**src/rtl/tssm_pkg.sv**
```systemverilog
package tssm_pkg;

  // Stack heights are 8 bits wide. A push onto a stack at the maximum height is refused.
  typedef logic [7:0] height_t;
  localparam height_t HEIGHT_MAX = 8'd255;

  typedef logic signed [31:0] data_t;

  typedef enum logic [1:0] {
    REQ_PUSH = 2'd0,
    REQ_POP  = 2'd1,
    REQ_PEEK = 2'd2
  } req_t;

  typedef enum logic [1:0] {
    SEL_BOTTOM = 2'd0,
    SEL_TOP    = 2'd1,
    SEL_MIDDLE = 2'd2
  } sel_t;

  typedef enum logic [1:0] {
    ST_OK    = 2'd0,
    ST_EMPTY = 2'd1,
    ST_FULL  = 2'd2
  } status_t;

  // Decision for one request, sent from the planner to the top level
  typedef struct packed {
    logic    wr_en;    // write the push word to the store
    logic    is_read;  // the result takes its data from the store
    logic    upd;      // load height into the selected stack's height
    status_t status;
    height_t height;   // height reported in the result
  } plan_t;

endpackage

```
**src/rtl/tssm_ram.sv**
```systemverilog
module tssm_ram #(
  parameter int DEPTH = 128,
  parameter int WIDTH = 32
) (
  input  logic                     clk,
  input  logic                     wr_en,
  input  logic [$clog2(DEPTH)-1:0] wr_addr,
  input  logic [WIDTH-1:0]         wr_data,
  input  logic [$clog2(DEPTH)-1:0] rd_addr,
  output logic [WIDTH-1:0]         rd_data
);

  logic [WIDTH-1:0] mem [DEPTH];
  logic [WIDTH-1:0] rd_data_r;

  always_ff @(posedge clk) begin
    if (wr_en) begin
      mem[wr_addr] <= wr_data;
    end
  end

  always_ff @(posedge clk) begin
    rd_data_r <= mem[rd_addr];
  end

  assign rd_data = rd_data_r;

endmodule

```
**src/rtl/tssm_plan.sv**
```systemverilog
module tssm_plan #(
  parameter int STORE_DEPTH = 128
) (
  input  logic [1:0]                     req_type,
  input  logic [1:0]                     stack_sel,
  input  tssm_pkg::height_t              bottom_h,
  input  tssm_pkg::height_t              top_h,
  input  tssm_pkg::height_t              mid_h,
  output logic [$clog2(STORE_DEPTH)-1:0] addr,
  output tssm_pkg::plan_t                plan
);

  localparam int AW = $clog2(STORE_DEPTH);
  // The width must hold the store depth plus a height of up to 256.
  localparam int CW = ((AW > 9) ? AW : 9) + 2;
  localparam logic [CW-1:0] D_C = CW'(STORE_DEPTH);
  localparam logic [CW-1:0] M_C = CW'(STORE_DEPTH / 2);
  localparam logic [CW-1:0] ONE_C = CW'(1);

  tssm_pkg::height_t h;
  logic [CW-1:0]     tgt;
  logic [CW-1:0]     half;
  logic [CW-1:0]     slot;
  logic              slot_ok;
  logic              in_range;
  logic              held;
  logic              sel_ok;

  // Select the height of the chosen stack, then compute the slot for the target height.
  always_comb begin
    unique case (stack_sel)
      tssm_pkg::SEL_BOTTOM: h = bottom_h;
      tssm_pkg::SEL_TOP:    h = top_h;
      tssm_pkg::SEL_MIDDLE: h = mid_h;
      default:              h = '0;
    endcase
    sel_ok = (stack_sel == tssm_pkg::SEL_BOTTOM) || (stack_sel == tssm_pkg::SEL_TOP) ||
             (stack_sel == tssm_pkg::SEL_MIDDLE);

    tgt  = (req_type == tssm_pkg::REQ_PUSH) ? CW'(h) + ONE_C : CW'(h);
    half = (tgt + ONE_C) >> 1;
    slot    = '0;
    slot_ok = 1'b0;
    unique case (stack_sel)
      tssm_pkg::SEL_BOTTOM: begin
        slot    = tgt;
        slot_ok = 1'b1;
      end
      tssm_pkg::SEL_TOP: begin
        slot    = D_C - tgt;
        slot_ok = tgt < D_C;
      end
      tssm_pkg::SEL_MIDDLE: begin
        // Odd heights sit below the midpoint and even heights sit above it.
        if (tgt[0]) begin
          slot    = M_C - half;
          slot_ok = half < M_C;
        end else begin
          slot    = M_C + (tgt >> 1);
          slot_ok = 1'b1;
        end
      end
      default: begin
        slot    = '0;
        slot_ok = 1'b0;
      end
    endcase
    in_range = slot_ok && (slot >= ONE_C) && (slot <= D_C - ONE_C);
  end

  // Check whether another stack already holds the slot.
  always_comb begin
    held = 1'b0;
    if ((stack_sel != tssm_pkg::SEL_BOTTOM) && (slot >= ONE_C) &&
        (slot <= CW'(bottom_h))) begin
      held = 1'b1;
    end
    if ((stack_sel != tssm_pkg::SEL_TOP) && (top_h != '0) &&
        (slot + CW'(top_h) >= D_C) && (slot < D_C)) begin
      held = 1'b1;
    end
    if (stack_sel != tssm_pkg::SEL_MIDDLE) begin
      if ((slot < M_C) && (slot + ((CW'(mid_h) + ONE_C) >> 1) >= M_C)) begin
        held = 1'b1;
      end
      if ((slot > M_C) && (slot <= M_C + (CW'(mid_h) >> 1))) begin
        held = 1'b1;
      end
    end
  end

  always_comb begin
    plan.wr_en   = 1'b0;
    plan.is_read = 1'b0;
    plan.upd     = 1'b0;
    plan.status  = tssm_pkg::ST_OK;
    plan.height  = h;
    if (sel_ok) begin
      unique case (req_type)
        tssm_pkg::REQ_PUSH: begin
          if ((h == tssm_pkg::HEIGHT_MAX) || !in_range || (slot == M_C) || held) begin
            plan.status = tssm_pkg::ST_FULL;
          end else begin
            plan.wr_en  = 1'b1;
            plan.upd    = 1'b1;
            plan.height = h + 8'd1;
          end
        end
        tssm_pkg::REQ_POP, tssm_pkg::REQ_PEEK: begin
          if ((h == '0) || !in_range) begin
            plan.status = tssm_pkg::ST_EMPTY;
          end else begin
            plan.is_read = 1'b1;
            if (req_type == tssm_pkg::REQ_POP) begin
              plan.upd    = 1'b1;
              plan.height = h - 8'd1;
            end
          end
        end
        default: ;
      endcase
    end else begin
      plan.height = '0;
    end
  end

  assign addr = slot[AW-1:0];

endmodule

```
**src/rtl/triple_stack_shared_memory.sv**
```systemverilog
// Channel  Ports                                        Direction  Moves
// in       in_valid / in_stall, in_req_type,            input      one request word
//          in_stack_sel, in_push_value
// out      out_valid / out_stall, out_data_out,         output     one result word
//          out_status, out_height_now
//
// Throughput is one request per cycle while out_stall does not hold the output register.
// An accepted request is registered in stage 1. The planner and the store access finish at
// the accepting edge; stage 1 then carries the read data into the output register.
// Heights update at the edge that accepts a request, so the next request sees them at once.
// Reset is synchronous and active low. It clears the three heights and both valid flags.
// The store is not cleared, because no entry is read before it is written.
// When out_stall holds the output register, the pending stage waits and in_stall goes high.
module triple_stack_shared_memory #(
  parameter int STORE_DEPTH = 128,
  parameter int WORD_WIDTH  = 32
) (
  input  logic               clk,
  input  logic               rst_n,
  // request channel
  input  logic               in_valid,
  output logic               in_stall,
  input  logic [1:0]         in_req_type,
  input  logic [1:0]         in_stack_sel,
  input  logic signed [31:0] in_push_value,
  // result channel
  output logic               out_valid,
  input  logic               out_stall,
  output logic signed [31:0] out_data_out,
  output logic [1:0]         out_status,
  output logic [7:0]         out_height_now
);

  localparam int AW = $clog2(STORE_DEPTH);
  localparam int CW = ((AW > 9) ? AW : 9) + 2;

  // Stack heights. These are the only control state besides the pipeline valid flags.
  tssm_pkg::height_t bottom_h_r, bottom_h_nxt;
  tssm_pkg::height_t top_h_r, top_h_nxt;
  tssm_pkg::height_t mid_h_r, mid_h_nxt;

  // Stage 1 holds an accepted request. If it is a read, its data arrives from the store here.
  logic              s1_v_r, s1_v_nxt;
  logic              s1_read_r, s1_read_nxt;
  tssm_pkg::status_t s1_status_r, s1_status_nxt;
  tssm_pkg::height_t s1_height_r, s1_height_nxt;
  logic [AW-1:0]     s1_addr_r, s1_addr_nxt;

  // Output register
  logic              out_valid_r, out_valid_nxt;
  tssm_pkg::data_t   out_data_r, out_data_nxt;
  tssm_pkg::status_t out_status_r, out_status_nxt;
  tssm_pkg::height_t out_height_r, out_height_nxt;

  tssm_pkg::plan_t   plan;
  logic [AW-1:0]     plan_addr;
  logic [AW-1:0]     rd_addr;
  logic [WORD_WIDTH-1:0] rd_data;
  logic              accept_in;
  logic              move;

  tssm_plan #(
    .STORE_DEPTH(STORE_DEPTH)
  ) u_plan (
    .req_type (in_req_type),
    .stack_sel(in_stack_sel),
    .bottom_h (bottom_h_r),
    .top_h    (top_h_r),
    .mid_h    (mid_h_r),
    .addr     (plan_addr),
    .plan     (plan)
  );

  // Re-read the held address while stage 1 waits, so its read data stays valid.
  // No push can be accepted during that time.
  assign rd_addr = accept_in ? plan_addr : s1_addr_r;

  tssm_ram #(
    .DEPTH(STORE_DEPTH),
    .WIDTH(WORD_WIDTH)
  ) u_ram (
    .clk    (clk),
    .wr_en  (accept_in && plan.wr_en),
    .wr_addr(plan_addr),
    .wr_data(WORD_WIDTH'(in_push_value)),
    .rd_addr(rd_addr),
    .rd_data(rd_data)
  );

  // Handshake
  assign move      = s1_v_r && (!out_valid_r || !out_stall);
  assign in_stall  = s1_v_r && !move;
  assign accept_in = in_valid && !in_stall;

  // Height update at accept
  always_comb begin
    bottom_h_nxt = bottom_h_r;
    top_h_nxt    = top_h_r;
    mid_h_nxt    = mid_h_r;
    if (accept_in && plan.upd) begin
      unique case (in_stack_sel)
        tssm_pkg::SEL_BOTTOM: bottom_h_nxt = plan.height;
        tssm_pkg::SEL_TOP:    top_h_nxt    = plan.height;
        tssm_pkg::SEL_MIDDLE: mid_h_nxt    = plan.height;
        default: ;
      endcase
    end
  end

  // Stage 1 next
  always_comb begin
    s1_v_nxt      = accept_in || (s1_v_r && !move);
    s1_read_nxt   = s1_read_r;
    s1_status_nxt = s1_status_r;
    s1_height_nxt = s1_height_r;
    s1_addr_nxt   = s1_addr_r;
    if (accept_in) begin
      s1_read_nxt   = plan.is_read;
      s1_status_nxt = plan.status;
      s1_height_nxt = plan.height;
      s1_addr_nxt   = plan_addr;
    end
  end

  // Output next. Store words are sign-extended, or cut down, to 32 bits.
  always_comb begin
    out_valid_nxt  = move || (out_valid_r && out_stall);
    out_data_nxt   = out_data_r;
    out_status_nxt = out_status_r;
    out_height_nxt = out_height_r;
    if (move) begin
      out_data_nxt   = s1_read_r ? tssm_pkg::data_t'(32'($signed(rd_data))) : '0;
      out_status_nxt = s1_status_r;
      out_height_nxt = s1_height_r;
    end
  end

  always_ff @(posedge clk) begin
    if (!rst_n) begin
      bottom_h_r  <= '0;
      top_h_r     <= '0;
      mid_h_r     <= '0;
      s1_v_r      <= 1'b0;
      out_valid_r <= 1'b0;
    end else begin
      bottom_h_r  <= bottom_h_nxt;
      top_h_r     <= top_h_nxt;
      mid_h_r     <= mid_h_nxt;
      s1_v_r      <= s1_v_nxt;
      out_valid_r <= out_valid_nxt;
    end
  end

  always_ff @(posedge clk) begin
    s1_read_r    <= s1_read_nxt;
    s1_status_r  <= s1_status_nxt;
    s1_height_r  <= s1_height_nxt;
    s1_addr_r    <= s1_addr_nxt;
    out_data_r   <= out_data_nxt;
    out_status_r <= out_status_nxt;
    out_height_r <= out_height_nxt;
  end

  assign out_valid      = out_valid_r;
  assign out_data_out   = out_data_r;
  assign out_status     = out_status_r;
  assign out_height_now = out_height_r;

  // The bottom and top stacks never meet.
  a_no_overlap: assert property (@(posedge clk) disable iff (!rst_n)
    (CW'(bottom_h_r) + CW'(top_h_r)) < CW'(STORE_DEPTH))
    else $error("bottom and top stacks overlap");

  // A refused or empty request leaves every height unchanged.
  a_err_keeps_heights: assert property (@(posedge clk) disable iff (!rst_n)
    (accept_in && (plan.status != tssm_pkg::ST_OK)) |=>
      ($stable(bottom_h_r) && $stable(top_h_r) && $stable(mid_h_r)))
    else $error("height changed on a refused request");

  // A waiting stage 1 keeps its address, so the re-read returns the same entry.
  a_s1_holds: assert property (@(posedge clk) disable iff (!rst_n)
    (s1_v_r && !move) |=> (s1_v_r && $stable(s1_addr_r) && $stable(s1_read_r)))
    else $error("stage 1 lost while waiting");

endmodule
```
**config.mk**
```make
export PLATFORM = sky130hd
export DESIGN_NAME = triple_stack_shared_memory
export DESIGN_NICKNAME = d
export VERILOG_FILES = /design/src/rtl/tssm_pkg.sv /design/src/rtl/tssm_ram.sv /design/src/rtl/tssm_plan.sv /design/src/rtl/triple_stack_shared_memory.sv
export SDC_FILE = /design/constraint.sdc
export NUM_CORES = 2
export LEC_CHECK = 0
export BUFFER_PORTS_ARGS = -buffer_cell sky130_fd_sc_hd__buf_4
export CAP_MARGIN = 10
export CORE_UTILIZATION = 45
export DETAILED_ROUTE_END_ITERATION = 16
export HOLD_SLACK_MARGIN = 0.06
export PLACE_DENSITY = 0.68
export SYNTH_ARGS = -nofsm -noshare
export SYNTH_HDL_FRONTEND = slang
export SYNTH_SLANG_ARGS = --single-unit
```
**constraint.sdc**
```tcl
create_clock -name clk -period 13.8 [get_ports clk]
set_input_delay 2.07 -clock clk [delete_from_list [all_inputs] [get_ports clk]]
set_output_delay 2.07 -clock clk [all_outputs]
set_load 0.03 [all_outputs]
```
==> Yosys cells after proc, flatten, opt, wreduce, memory -nomap -nowiden <==
Memories as Yosys holds them, arrays and structs flattened. A register that Yosys moved wholly into a read port is not among the register bits.
Index checks and enable logic that the tools add are counted.
{ "op_classes": {"n_mux": 27, "addsub": 11, "n_reduce_logical": 39, "n_lt_le_gt_ge": 11, "n_eq_ne": 8} }
{ "ops": {"columns": ["cell", "count"], "rows": [
  ["$pmux W11 S3", 1],
  ["$mux W8", 4],
  ["$pmux W8 S3", 1],
  ["$lt A11 B8 Y1 const B", 2],
  ["$mux W11", 2],
  ["$pmux W11 S2", 1],
  ["$add A8 B1 Y9 const B", 2],
  ["$logic_and A1 B1 Y1", 15],
  ["$mux W1", 13],
  ["$add A11 B1 Y11 const B", 1],
  ["$add A11 B10 Y11", 1],
  ["$add A11 B8 Y11", 1],
  ["$add A7 B10 Y11 const A", 1],
  ["$eq A11 B7 Y1 const B", 1],
  ["$ge A11 B1 Y1 const B", 1],
  ["$ge A11 B7 Y1 const B", 1],
  ["$ge A11 B8 Y1 const B", 1],
  ["$gt A11 B7 Y1 const B", 1],
  ["$le A11 B11 Y1", 1],
  ["$le A11 B7 Y1 const B", 1],
  ["$le A11 B8 Y1", 1],
  ["$lt A11 B7 Y1 const B", 1],
  ["$sub A7 B10 Y11 const A", 1],
  ["$sub A8 B11 Y11 const A", 1],
  ["21 further kinds", 40]
]} }
{ "word_totals": {"register_bits": 86, "mem_count": 1, "ramBits": 4096, "in_bits": 40, "out_inout_bits": 44} }
{ "memory_table": {"columns": ["name", "depth", "width", "read_ports", "rd_ports_with_merged_regs", "wr", "line", "source"], "rows": [
  ["u_ram.mem", 128, 32, 1, 1, 1, "tssm_ram.sv:13", "logic [WIDTH-1:0] mem [DEPTH];"]
]} }

==> Logic depth before layout (Yosys ltp) <==
{ "depth": {"word_depth": 23, "ltp_mapped": 32, "depth_no_buf": 26} }

==> Modules after synthesis <==
From an unflattened synthesis, not the netlist that was laid out.
{ "hier_totals": {"cells_unflattened": 6705, "area_unflattened_um2": 162859.9} }
{ "modules_own_cells": {"columns": ["module", "cells_each", "n_inst", "seq_area_each_um2", "area_per_inst_um2"], "rows": [
  ["tssm_ram", 5990, 1, 123638.6, 156276.1],
  ["tssm_plan", 511, 1, 0.0, 3558.4],
  ["triple_stack_shared_memory", 204, 1, 2252.2, 3025.4]
]} }

==> Worst setup path after synthesis <==
OpenSTA, ideal clock, no wires.
{ "synth_path": {"path_kind": "input to register", "from": "in in_stack_sel[1]", "to": "mem u_ram.mem[34][0], enable pin", "slack_ns": 4.137, "required_time_ns": 13.379, "arrival_time_ns": 9.241, "cell_stages": 29, "cell_sequence": "buf_4 > buf_6 > mux2i_1 > a2bb2oi_2 > inv_2 > ha_1 > buf_2 > and2_1 > clkbuf_1 > xnor2_1 > and3_1 > or4_1 > a311oi_1 > clkbuf_1 > clkinv_1 > ha_1 > o21a_1 > o21a_1 > o21a_1 > o21a_1 > o21a_1 > a221o_1 > and2_1 > buf_2 > nor2_4 > buf_6 > nand4_4 > buf_6 > nor2_1"} }
{ "synth_between": {"elab_chain_len": 23} }
{ "synth_rtl": {"columns": ["item", "line", "source"], "rows": [
  ["start: declaration", "triple_stack_shared_memory.sv:24", "input logic [1:0] in_stack_sel,"],
  ["$eq A2 B2 Y1, or another cell as far along", "tssm_plan.sv:31, tssm_plan.sv:38, tssm_plan.sv:44", null],
  ["$pmux W8 S3", "tssm_plan.sv:31", "unique case (stack_sel)"],
  ["$add A8 B1 Y9", "tssm_plan.sv:40", "tgt = (req_type == tssm_pkg::REQ_PUSH) ? CW'(h) + ONE_C : CW'(h);"],
  ["$mux W11", "tssm_plan.sv:40", null],
  ["$add A11 B1 Y11", "tssm_plan.sv:41", "half = (tgt + ONE_C) >> 1;"],
  ["$sub A7 B10 Y11", "tssm_plan.sv:56", "slot = M_C - half;"],
  ["$mux W11", "tssm_plan.sv:55", "if (tgt[0]) begin"],
  ["$pmux W11 S3", "tssm_plan.sv:44", "unique case (stack_sel)"],
  ["(+7 left out)", null, null],
  ["$mux W1", "tssm_plan.sv:82", "if (stack_sel != tssm_pkg::SEL_MIDDLE) begin"],
  ["$logic_or A1 B1 Y1", "tssm_plan.sv:101", "if ((h == tssm_pkg::HEIGHT_MAX) || !in_range || (slot == M_C) || held) begin"],
  ["$mux W1", "tssm_plan.sv:101", null],
  ["$mux W1", "tssm_plan.sv:99", "unique case (req_type)"],
  ["$mux W5", "tssm_plan.sv:98", "if (sel_ok) begin"],
  ["$logic_and A1 B1 Y1", "triple_stack_shared_memory.sv:83", ".wr_en (accept_in && plan.wr_en),"],
  ["$mux W1", "tssm_ram.sv:17", "if (wr_en) begin"],
  ["$mux W1 (not written as such)", "tssm_ram.sv:18", "mem[wr_addr] <= wr_data;"],
  ["end: declaration", "tssm_ram.sv:13", null]
]} }
Parallel ways exist; a longest one is shown, timed or not.

==> Worst setup path in the final report <==
{ "layout_path": {"from": "in in_stack_sel[0]", "to": "mem u_ram.mem[124][11], enable pin"} }
Same word-level chain as after synthesis.

==> impl_metrics.csv <==
group,metric,value,unit
logic_synthesis,yosys-top-cells-area,"edfxtp_1 (76%), mux4_2 (14%), a211oi_1 (2.1%), mux2i_1 (1.6%), nor2b_1 (1.0%)",
logic_synthesis,synth_edf_count,4149,
min_path,hold_path_depth,0,
logic_synthesis,syn-instance-count,7682,
sta,fin_crit,10.55,ns
sta,fin_crit_sh,76.4,%
placement,gp_congestion,0.894,
placement,portBuffers,83,
grt,antenna_found_initial,14,
floorplan,die_w,607,µm
critical_path,path_depth,25,
clocking,path_clk_slew,0.06,ns
drt,vias_per_cell,6.26,
sta,drv_slew,0,
sta,skew,0.0704,ns
logic_synthesis,ys.warnings.count,0,
sta,hold_violations,0,
logic_synthesis,ys.flop_type,"edfxtp_1",
logic_synthesis,netlist_area,165000,µm²
outcome,status,"complete, no violations",
clocking,cts_root_buf,"clkbuf_16",
critical_path,reg2reg_slack,4.36,ns
final_layout,final_cells,13031,
critical_path,start_kind,"input pin",
sta,rsz0062_at_grt,"no",
critical_path,cp.buffers_inverters,3,
drt,vias,81548,
grt,grt_max_degree,141,
logic_synthesis,yosysTopAreaCellShare,75.6,%
final_layout,nNetsFinal,7977,
flow_run,maxCapViolCount,0,
clocking,cts-buffers-inserted,403,
final_layout,fill_cells,27902,
logic_synthesis,synthArstFlopShare,0,%
logic_synthesis,ys_types,94,
critical_path,slowest_delay,1.02,ns
sta,relSlewSlack,9.82,%
drt,drt_iter0_markers,12384,
final_layout,drive_gt1_share,24.9,%
grt,grt_pass1_vias,79434,
sta,setup_violations,0,
floorplan,num_io_pins,84,
drt,antenna_left,0,
critical_path,worst_path_max_delay_cell,"nor2_4",
critical_path,end_kind,"flip-flop",
clocking,clk_path_buf_depth,4,
sta,fin_tns_setup,0,ns
logic_synthesis,syn_avg_cell_area,21.5,µm²
critical_path,worstRegToRegCells,24,
logic_synthesis,ys_seq_elements,4214,
min_path,min_path_type,"flip-flop to flip-flop",
sta,tightest_slew,1.35,ns
clocking,cts_resized,0,
grt,overflow,0,
critical_path,crit_arrival,11.09,ns
critical_path,path_delay_family,"simple AND/OR/NAND/NOR gates",
floorplan,core_area,363000,µm²
logic_synthesis,synth-seq-area-share,76.4,%
critical_path,cp_max_fo,37,
critical_path,critPathRequiredTime,14.34,ns
floorplan,dieArea,369000,µm²
sta,whs,0.415,ns
logic_synthesis,yosysTopAreaCell,"edfxtp_1",
drt,wirelength,439000,µm
clocking,cts.htree.levels,5,
grt,grt_pass1_wl,611000,µm
pwr,p_leak,55.6,nW
pwr,p_per_area,151,nW/µm²
floorplan,rows,221,
floorplan,fp.dieH,607,µm
placement,dp_cells,12279,
placement,hpwl,258000,µm
clocking,cts_tree,"yes",
clocking,ctsHoldBuffers,0,
sta,max_freq,94.8,MHz
critical_path,path_class,"input pin to flip-flop",
floorplan,start_util,45.4,%
pwr,peakVddDrop,106,µV
clocking,cts_setup_buffers,0,
drt,dr.pass1.iters,6,
drt,wl_per_cell,33.7,µm
clocking,clock_latency,0.98,ns
pwr,finalPower,28.1,mW
drt,drc,0,
clocking,cts.sinks,4214,
grt,grt_usage,23.4,%
final_layout,area_growth,12.6,%
flip-flops by register name, summed over array words and instances (netlist names), 8 cells and up:
signal	cells
out_data_out	32
bottom_h_r	8
u_ram.rd_data	32
mid_h_r	8
top_h_r	8
u_ram.mem	4096
s1_height_r	8
out_height_now	8
metrics by stage:
stage | cell area [µm²] | setup WS [ns] | util (%)
after CTS | 186000 | 3.43 | 51.1
final | 186000 | 3.25 | 51.1
after global placement | 172000 | 2.52 | 47.4
after floorplan | 165000 | 4.14 | -
after detailed placement | 172000 | 2.44 | 47.4
after global routing | 186000 | 2.72 | 51.1
metal layers:
metal / global-route usage [%] / wire length (µm) / part of all wire, %
met1: 33.2 / 171000 / 39
met4: 8.85 / 18100 / 4.1
met2: 36.4 / 207000 / 47
met5: 0 / 0 / 0
met3: 4.08 / 43300 / 9.9
where the power goes:
group          leakage [nW]  switching [mW]  internal [mW]
Combinational          11.1            1.74          0.878
Clock                  6.56            4.77           6.51
Sequential             37.9          0.0446           14.1
area by class of cell:
class	count	area, µm²	area share [%]
clock buffer	494	10600	5.74
tap	4794	6000	3.23
multi-input combinational	3025	38200	20.6
inverter	37	140	0.0755
antenna	9	22.5	0.0121
sequential	4214	126000	67.8
timing repair buffer	211	1900	1.02
clock inverter	247	2800	1.51
kinds of logic (layout without fill, tap and decap cells):
kind of cell | Yosys count | in the layout | share of synthesized area (%)
flops | 4214 | 4214 | 76.4
mux | 1294 | 1294 | 15.6
compound gates | 914 | 914 | 3.96
simple gates | 689 | 689 | 2.35
buf+inv | 506 | 989 | 1.23
fa+ha+maj | 45 | 45 | 0.351
xor+xnor | 19 | 19 | 0.106
other cells | 1 | 73 | 0.00227
cells in the mapped netlist, types with 8 or more instances:
| library cell | n |
|---|---|
| edfxtp_1 | 4149 |
| mux4_2 | 1024 |
| a211oi_1 | 456 |
| clkbuf_1 | 275 |
| mux2i_1 | 267 |
| nor2b_1 | 266 |
| a21oi_1 | 209 |
| nor2_1 | 156 |
| buf_1 | 147 |
| nand2_1 | 85 |
| dfxtp_1 | 65 |
| ha_1 | 43 |
| and2_1 | 39 |
| a211o_1 | 37 |
| buf_2 | 34 |
| a31o_2 | 32 |
| inv_1 | 32 |
| a31oi_1 | 24 |
| o21ai_0 | 24 |
| nand3_1 | 23 |
| nand4_1 | 23 |
| o31ai_1 | 21 |
| o21a_1 | 19 |
| nor3_1 | 18 |
| xnor2_1 | 17 |
| nor4_1 | 14 |
| or2_2 | 11 |
| a21o_1 | 9 |
| buf_6 | 9 |
| o211ai_1 | 9 |
| and3_1 | 8 |
| nand2b_1 | 8 |
| o32ai_1 | 8 |
path summary, 6_finish.rpt:
path | start | end
hold reg to reg | s1_height_r[2] | out_height_now[2]
setup / recovery | in_stack_sel[0] | u_ram.mem[124][11]
setup reg to reg | top_h_r[0] | u_ram.mem[124][11]
hold / removal | s1_height_r[2] | out_height_now[2]
placed cells by master (no fill, tap or decap), drive strengths merged, types with 19 or more instances in the layout:
| cell | n |
|---|---|
| a211o | 37 |
| a211oi | 457 |
| a21oi | 210 |
| a31o | 32 |
| a31oi | 24 |
| and2 | 39 |
| buf | 209 |
| bufinv | 54 |
| clkbuf | 496 |
| clkinv | 163 |
| conb | 64 |
| dfxtp | 65 |
| edfxtp | 4149 |
| ha | 43 |
| inv | 51 |
| mux2i | 268 |
| mux4 | 1024 |
| nand2 | 85 |
| nand3 | 23 |
| nand4 | 30 |
| nor2 | 157 |
| nor2b | 267 |
| nor3 | 23 |
| o21a | 19 |
| o21ai | 31 |
| o31ai | 21 |
worst reg2reg max path: cells and delay by family, from the launching register on:
family / cells / cell delay [ns]
compound gates: 6 / 1.96
xor+xnor: 1 / 0.39
fa+ha+maj: 2 / 0.93
buf+inv: 2 / 0.80
flops: 1 / 0.47
mux: 2 / 0.31
simple gates: 11 / 4.18
No activity file was read; power rests on OpenSTA's default activity.
